File: src/design/vtce_pkg.sv
// Shared types and byte constants for the vector terminal coordinate encoder.
package vtce_pkg;

    typedef enum logic [2:0] {
        ACT_DRAW  = 3'd0,
        ACT_MOVE  = 3'd1,
        ACT_ALPHA = 3'd2,
        ACT_CLEAR = 3'd3,
        ACT_PLOT  = 3'd4
    } action_t;

    localparam int MAX_BYTES   = 5;
    localparam int QUEUE_DEPTH = 2;

    localparam logic [9:0] X_MAX = 10'd1023;
    localparam logic [9:0] Y_MAX = 10'd767;

    localparam logic [6:0] TAG_HIGH  = 7'h20;  // 0040
    localparam logic [6:0] TAG_LOW_Y = 7'h60;  // 0140
    localparam logic [6:0] TAG_LOW_X = 7'h40;  // 0100
    localparam logic [6:0] CH_US     = 7'h1F;  // 037
    localparam logic [6:0] CH_GS     = 7'h1D;  // 035
    localparam logic [6:0] CH_ESC    = 7'h1B;  // 033
    localparam logic [6:0] CH_FF     = 7'h0C;  // 014
    localparam logic [6:0] CH_AT     = 7'h40;  // '@'

    // One command worth of bytes, packed from entry 0 upward.
    typedef struct packed {
        logic [2:0]                 count;
        logic [MAX_BYTES-1:0][6:0]  bytes;
    } job_t;

endpackage

File: src/design/vtce_front.sv
// Front end: accepts commands, clamps coordinates and builds the byte list.
module vtce_front
    import vtce_pkg::*;
(
    input  logic        clk,
    input  logic        rst_n,
    input  logic        in_valid,
    input  logic [2:0]  action,
    input  logic [15:0] x,
    input  logic [15:0] y,
    input  logic        q_full,
    output logic        in_stall,
    output logic        push,
    output job_t        push_job
);

    logic [6:0] prev_hy_reg, prev_ly_reg, prev_hx_reg;
    logic [6:0] prev_hy_next, prev_ly_next, prev_hx_next;

    logic [9:0] xc, yc;
    logic [6:0] hy, ly, hx, lx;
    logic       hy_chg, hx_chg;
    logic       known;
    logic       accept;
    logic [MAX_BYTES-1:0][6:0] cand;
    logic [MAX_BYTES-1:0]      en;

    assign in_stall = q_full;
    assign accept   = in_valid && !in_stall;
    assign push     = accept && known;

    always_comb
    begin
        if (x[15])
            xc = 10'd0;
        else if (x[14:0] > {5'd0, X_MAX})
            xc = X_MAX;
        else
            xc = x[9:0];
        if (y[15])
            yc = 10'd0;
        else if (y[14:0] > {5'd0, Y_MAX})
            yc = Y_MAX;
        else
            yc = y[9:0];
    end

    assign hy     = TAG_HIGH  | {2'b00, yc[9:5]};
    assign ly     = TAG_LOW_Y | {2'b00, yc[4:0]};
    assign hx     = TAG_HIGH  | {2'b00, xc[9:5]};
    assign lx     = TAG_LOW_X | {2'b00, xc[4:0]};
    assign hy_chg = hy != prev_hy_reg;
    assign hx_chg = hx != prev_hx_reg;

    always_comb
    begin
        cand         = '0;
        en           = '0;
        known        = 1'b1;
        prev_hy_next = prev_hy_reg;
        prev_ly_next = prev_ly_reg;
        prev_hx_next = prev_hx_reg;
        case (action)
            ACT_DRAW, ACT_MOVE:
            begin
                cand = {lx, hx, ly, hy, CH_GS};
                en   = {1'b1, hx_chg, (ly != prev_ly_reg) || hx_chg, hy_chg,
                        action == ACT_MOVE};
                prev_hy_next = hy;
                prev_ly_next = ly;
                prev_hx_next = hx;
            end
            ACT_ALPHA:
            begin
                cand[0] = CH_US;
                en[0]   = 1'b1;
            end
            ACT_CLEAR:
            begin
                cand[0] = CH_ESC;
                cand[1] = CH_FF;
                en[1:0] = 2'b11;
            end
            ACT_PLOT:
            begin
                cand[0] = CH_GS;
                cand[1] = CH_AT;
                en[1:0] = 2'b11;
                prev_hy_next = '0;
                prev_ly_next = '0;
                prev_hx_next = '0;
            end
            default:
            begin
                known = 1'b0;
            end
        endcase
    end

    // Pack the enabled bytes to the bottom of the list.
    always_comb
    begin
        logic [2:0] cnt;
        cnt      = 3'd0;
        push_job = '0;
        for (int i = 0; i < MAX_BYTES; i++)
        begin
            if (en[i])
            begin
                push_job.bytes[cnt] = cand[i];
                cnt = cnt + 3'd1;
            end
        end
        push_job.count = cnt;
    end

    always_ff @(posedge clk or negedge rst_n)
    begin
        if (!rst_n)
        begin
            prev_hy_reg <= '0;
            prev_ly_reg <= '0;
            prev_hx_reg <= '0;
        end
        else if (push)
        begin
            prev_hy_reg <= prev_hy_next;
            prev_ly_reg <= prev_ly_next;
            prev_hx_reg <= prev_hx_next;
        end
    end

endmodule

File: src/design/vtce_fifo.sv
// Short queue of byte lists between the front end and the byte sender.
module vtce_fifo
    import vtce_pkg::*;
#(
    parameter int DEPTH = QUEUE_DEPTH
)
(
    input  logic clk,
    input  logic rst_n,
    input  logic push,
    input  job_t push_job,
    input  logic pop,
    output logic full,
    output logic q_valid,
    output job_t q_job
);

    localparam int PTR_W = $clog2(DEPTH);
    localparam int CNT_W = $clog2(DEPTH + 1);

    job_t             slot_reg [DEPTH];
    logic [PTR_W-1:0] wr_ptr_reg, rd_ptr_reg;
    logic [CNT_W-1:0] fill_reg;

    function automatic logic [PTR_W-1:0] ptr_inc(input logic [PTR_W-1:0] p);
        return (p == PTR_W'(DEPTH - 1)) ? '0 : p + PTR_W'(1);
    endfunction

    assign full    = fill_reg == CNT_W'(DEPTH);
    assign q_valid = fill_reg != '0;
    assign q_job   = slot_reg[rd_ptr_reg];

    always_ff @(posedge clk)
    begin
        if (push)
            slot_reg[wr_ptr_reg] <= push_job;
    end

    always_ff @(posedge clk or negedge rst_n)
    begin
        if (!rst_n)
        begin
            wr_ptr_reg <= '0;
            rd_ptr_reg <= '0;
            fill_reg   <= '0;
        end
        else
        begin
            if (push)
                wr_ptr_reg <= ptr_inc(wr_ptr_reg);
            if (pop)
                rd_ptr_reg <= ptr_inc(rd_ptr_reg);
            if (push && !pop)
                fill_reg <= fill_reg + CNT_W'(1);
            else if (pop && !push)
                fill_reg <= fill_reg - CNT_W'(1);
        end
    end

endmodule

File: src/design/vtce_back.sv
// Back end: sends the queued bytes one per cycle while out_stall is low, through an output register.
module vtce_back
    import vtce_pkg::*;
(
    input  logic       clk,
    input  logic       rst_n,
    input  logic       q_valid,
    input  job_t       q_job,
    output logic       pop,
    input  logic       out_stall,
    output logic       out_valid,
    output logic [6:0] out_byte,
    output logic       last
);

    job_t       job_reg;
    logic       job_valid_reg;
    logic [2:0] idx_reg;
    logic       out_valid_reg, last_reg;
    logic [6:0] out_byte_reg;

    logic adv, emit, last_now, done;

    assign adv      = !out_valid_reg || !out_stall;
    assign emit     = job_valid_reg && adv;
    assign last_now = idx_reg == (job_reg.count - 3'd1);
    assign done     = emit && last_now;
    // Load the next list when idle, or while the final byte of this one goes out.
    assign pop      = q_valid && (!job_valid_reg || done);

    assign out_valid = out_valid_reg;
    assign out_byte  = out_byte_reg;
    assign last      = last_reg;

    always_ff @(posedge clk)
    begin
        if (pop)
            job_reg <= q_job;
        if (emit)
        begin
            out_byte_reg <= job_reg.bytes[idx_reg];
            last_reg     <= last_now;
        end
    end

    always_ff @(posedge clk or negedge rst_n)
    begin
        if (!rst_n)
        begin
            job_valid_reg <= 1'b0;
            idx_reg       <= '0;
            out_valid_reg <= 1'b0;
        end
        else
        begin
            if (pop)
                job_valid_reg <= 1'b1;
            else if (done)
                job_valid_reg <= 1'b0;

            if (pop)
                idx_reg <= '0;
            else if (emit)
                idx_reg <= idx_reg + 3'd1;

            if (adv)
                out_valid_reg <= emit;
        end
    end

endmodule

File: src/design/vector_terminal_coordinate_encoder_unit.sv
// Top level of the vector terminal coordinate encoder.
//
//  channel | direction | handshake           | payload
//  --------+-----------+---------------------+-------------------------------
//  command | in        | in_valid / in_stall | action[2:0], x[15:0], y[15:0]
//  byte    | out       | out_valid/out_stall | out_byte[6:0], last
//
// A command yields up to five bytes (five only for a move), none for an
// undefined action, sent one per cycle while out_stall is low, so the byte
// port sets the rate. Bytes pass through the queue slot, the list register
// and the output register. The queue holds DEPTH byte lists, so commands
// keep coming in while the output is stalled until it fills. Reset clears
// the stored address bytes, the queue and the output valid flag.
module vector_terminal_coordinate_encoder_unit
    import vtce_pkg::*;
#(
    parameter int DEPTH = QUEUE_DEPTH
)
(
    input  logic        clk,
    input  logic        rst_n,
    input  logic        in_valid,
    output logic        in_stall,
    input  logic [2:0]  action,
    input  logic [15:0] x,
    input  logic [15:0] y,
    output logic        out_valid,
    input  logic        out_stall,
    output logic [6:0]  out_byte,
    output logic        last
);

    logic push, pop, q_full, q_valid;
    job_t push_job, q_job;

    vtce_front u_front (
        .clk      (clk),
        .rst_n    (rst_n),
        .in_valid (in_valid),
        .action   (action),
        .x        (x),
        .y        (y),
        .q_full   (q_full),
        .in_stall (in_stall),
        .push     (push),
        .push_job (push_job)
    );

    vtce_fifo #(
        .DEPTH (DEPTH)
    ) u_fifo (
        .clk      (clk),
        .rst_n    (rst_n),
        .push     (push),
        .push_job (push_job),
        .pop      (pop),
        .full     (q_full),
        .q_valid  (q_valid),
        .q_job    (q_job)
    );

    vtce_back u_back (
        .clk       (clk),
        .rst_n     (rst_n),
        .q_valid   (q_valid),
        .q_job     (q_job),
        .pop       (pop),
        .out_stall (out_stall),
        .out_valid (out_valid),
        .out_byte  (out_byte),
        .last      (last)
    );

endmodule

File: config.mk
export PLATFORM = sky130hd
export DESIGN_NAME = vector_terminal_coordinate_encoder_unit
export DESIGN_NICKNAME = d
export VERILOG_FILES = /design/src/design/vtce_pkg.sv /design/src/design/vtce_front.sv /design/src/design/vtce_fifo.sv /design/src/design/vtce_back.sv /design/src/design/vector_terminal_coordinate_encoder_unit.sv
export SDC_FILE = /design/constraint.sdc
export NUM_CORES = 1
export LEC_CHECK = 0
export BUFFER_PORTS_ARGS = -buffer_cell sky130_fd_sc_hd__buf_2
export CORE_UTILIZATION = 55
export CTS_BUF_LIST = sky130_fd_sc_hd__clkbuf_16
export DETAILED_ROUTE_END_ITERATION = 10
export MAX_ROUTING_LAYER = met4
export PLACE_DENSITY_LB_ADDON = 0.15
export SYNTH_ARGS = -nofsm -noshare
export SYNTH_HDL_FRONTEND = slang
export SYNTH_HIERARCHICAL = 1
export SYNTH_SLANG_ARGS = --single-unit
File: constraint.sdc
create_clock -name clk -period 4.95 [get_ports clk]
set_input_delay 0.495 -clock clk [delete_from_list [all_inputs] [get_ports clk]]
set_output_delay 0.495 -clock clk [all_outputs]
set_load 0.005 [all_outputs]
==> flow_summary.toml <==
[grt]
grt_pass1_vias = 5111
antenna_found_initial = 0
globalRouteTotalUtil_pct = 26.02
grt_max_degree = 41
overflow = 0
grt_pass1_wl_mm = 26.77

[run]
cap_violations = 0

[route]
avgRoutedWirePerCell_um = 20.14
via_per_inst = 6.072
routed_wl_mm = 16.82
dr.pass1.iters = 5
drc = 0
drt-initial-drc-count = 421
num_vias = 5070
ant_nets = 0

[yosys]
synth_cell_types = 74
syn_nets = 645
yosysWarnings = 6
yosysMostFrequentCell = "edfxtp_1"
synth_enable_flop_cells = 122
ys.flop_type = "edfxtp_1"
synth_area_sq_um = 7527
synthArstFlopShare_pct = 17.01
synth_top_area_share_pct = 48.67
netlist_instances = 597
yosysTopAreaCell = "edfxtp_1"
synth_common_cells = "edfxtp_1 (122), nor2_1 (46), nand2_1 (45)"
yosys-top-cells-area = "edfxtp_1 (49%), dfrtp_1 (8.3%), mux2_2 (4.6%)"
syn_area_per_cell_sq_um = 12.61
yosysSeqAreaShare_pct = 56.98
synth_seq_cells = 147

[clocking]
cts_max_level = 4
numCtsBuffers = 17
post_cts_resized = 0
insertion_delay_ps = 430
postCtsSetupRepairBufs = 0
hold_buffers = 0
ctsRootBufferMaster = "clkbuf_16"
clk_pin_slew_ps = 60
cts_tree = "built"
clock_sinks = 147
ctsLongestPathBuffers = 2

[final_layout]
syn2layout_area_growth_pct = 13.55
layout-drive-gt1-share_pct = 23.82
final_cells = 835
fin_nets = 695
largest_reg_flops = 76
antenna_cells = 0

[placement]
placed_cells = 804
place_congestion = 0.9256
place_ws_ps = 388.3
hpwl_mm = 11.83
port_buffers = 48

[floorplan]
core-area_sq_um = 13300
die_w_um = 119.0
num_io_pins = 49
die_h_um = 119.0
dieArea_sq_um = 14160
start_util_pct = 56.62
placementRows = 42

[sta]
worst_pin_slew_ps = 1197
final-setup-viol-count = 0
finalMaxSlewViolations = 0
fin_crit_ps = 4197
finalHoldViolCount = 0
whs_ps = 86.04
setup_tns_ps = 0
fin_crit_sh_pct = 84.78
relSlewSlack_pct = 20.02
finClkSkew_ps = 11.70
rsz0062_at_grt = "no"
worst_slack_ps = 753.5
fmax_mhz = 238.3

[setup_path]
crit_chain = "buf_2 > a211oi_2 > nand2_1 > nor3_1 > o311ai_0 > nor2_1 > a21oi_1 > a21oi_1 > ha_1 > nand3_1 > o21a_1 > ha_1 > o21a_1 > o41ai_4 > and2_1 > nand3b_1 > o22ai_1"
cp-start-kind = "input port"
worstPathArrival_ps = 4420
r2r_slack_ps = 780
crit_family = "compound AO/OA/AOI/OAI gates"
crit_fanout = 11
cp-end-kind = "flop"
crit_path_top_delay_cell = "ha_1"
crit_buf_inv = 1
worstPathRequired_ps = 5170
max_stage_delay_ps = 360
critPathKind = "in -> reg"

[pwr]
power_density_nw_per_um2 = 511.6
ir_drop_mv = 0.2196
p_leak_nw = 3.362

[worst_hold_path]
hp-class = "in -> async"

[run_status]
status = "completed"
-- power breakdown --
part	switching [mW]	total [mW]	internal, mW
clock	0.497	1.33	0.838
combinational	0.609	1.13	0.521
sequential	0.182	1.91	1.73
-- worst register-to-register path: cells and delay by family (launching register included) --
family	cells	cell delay [ps]
compound gates	4	870
fa+ha+maj	2	720
simple gates	7	1980
flops	1	400
-- metrics by stage --
stage,instance area (sq um),utilization [%],power (mW)
after floorplan,7527,-,2.757
after global placement,7935,59.68,3.017
after detailed placement,7935,59.68,3.064
after CTS,8547,64.29,4.405
after global routing,8547,64.29,4.577
final,8547,64.29,4.373
-- area by class of cell --
cell class                 instances  area [sq um]
clock buffer                      17         425.4
clock inverter                    14         186.4
fill                            1011          4748
inverter                          26         97.59
multi-input combinational        396          3005
sequential                       147          4289
tap                              176         220.2
timing repair buffer              59         322.8
-- kinds of logic (layout without fill, tap and decap cells) --
| group | after synthesis | count (layout) | share of synthesized area (%) |
|---|---|---|---|
| and+or+nand+nor | 183 | 183 | 12.73 |
| AOI/OAI and AO/OA | 109 | 109 | 10.42 |
| buffers and inverters | 54 | 116 | 3.374 |
| muxes | 74 | 74 | 12.25 |
| adders and majority gates | 9 | 9 | 1.596 |
| xor gates and xnor gates | 21 | 21 | 2.643 |
| DFF | 147 | 147 | 56.98 |
-- routing by layer --
layer  share of wire, %  track usage [%]  vias up
met3                4.7            4.837       38
li1                   -                -     2362
met1                 42            31.43     2505
met2                 50            42.73      165
met4                3.1            11.39        0
met5                  0                -        -
-- placed cells by master, fill, tap and decap left out, types with 7 or more instances in the layout --
master,instances
a21oi_1,14
a22o_1,10
a22oi_1,7
a31oi_1,9
and2_1,7
buf_2,48
buf_4,11
clkbuf_16,17
dfrtp_1,25
edfxtp_1,122
ha_1,8
inv_1,27
mux2_2,31
mux2_4,11
mux2i_1,25
mux4_2,7
nand2_1,45
nand3_1,16
nor2_1,46
nor3_1,15
o21ai_0,20
xnor2_1,10
xor2_1,10
-- worst paths after layout --
| check | startpoint | to | cells after the start |
|---|---|---|---|
| worst max register to register | u_front/prev_hx_reg[3]$_DFFE_PN0P_ | u_fifo/slot_reg[1][28]$_DFFE_PP_ | 13 |
| max in group asynchronous | rst_n | u_front/prev_ly_reg[5]$_DFFE_PN0P_ | 1 |
| worst min register to register | u_fifo/fill_reg[1]$_DFFE_PN0P_ | u_fifo/fill_reg[1]$_DFFE_PN0P_ | 1 |
| worst max-delay path | y[9] | u_fifo/slot_reg[1][28]$_DFFE_PP_ | 17 |
| worst min-delay path | rst_n | u_fifo/fill_reg[1]$_DFFE_PN0P_ | 1 |
| min in group clk | out_stall | u_back/out_valid$_DFFE_PN0P_ | 3 |
Power figures use the tool's default switching activity.
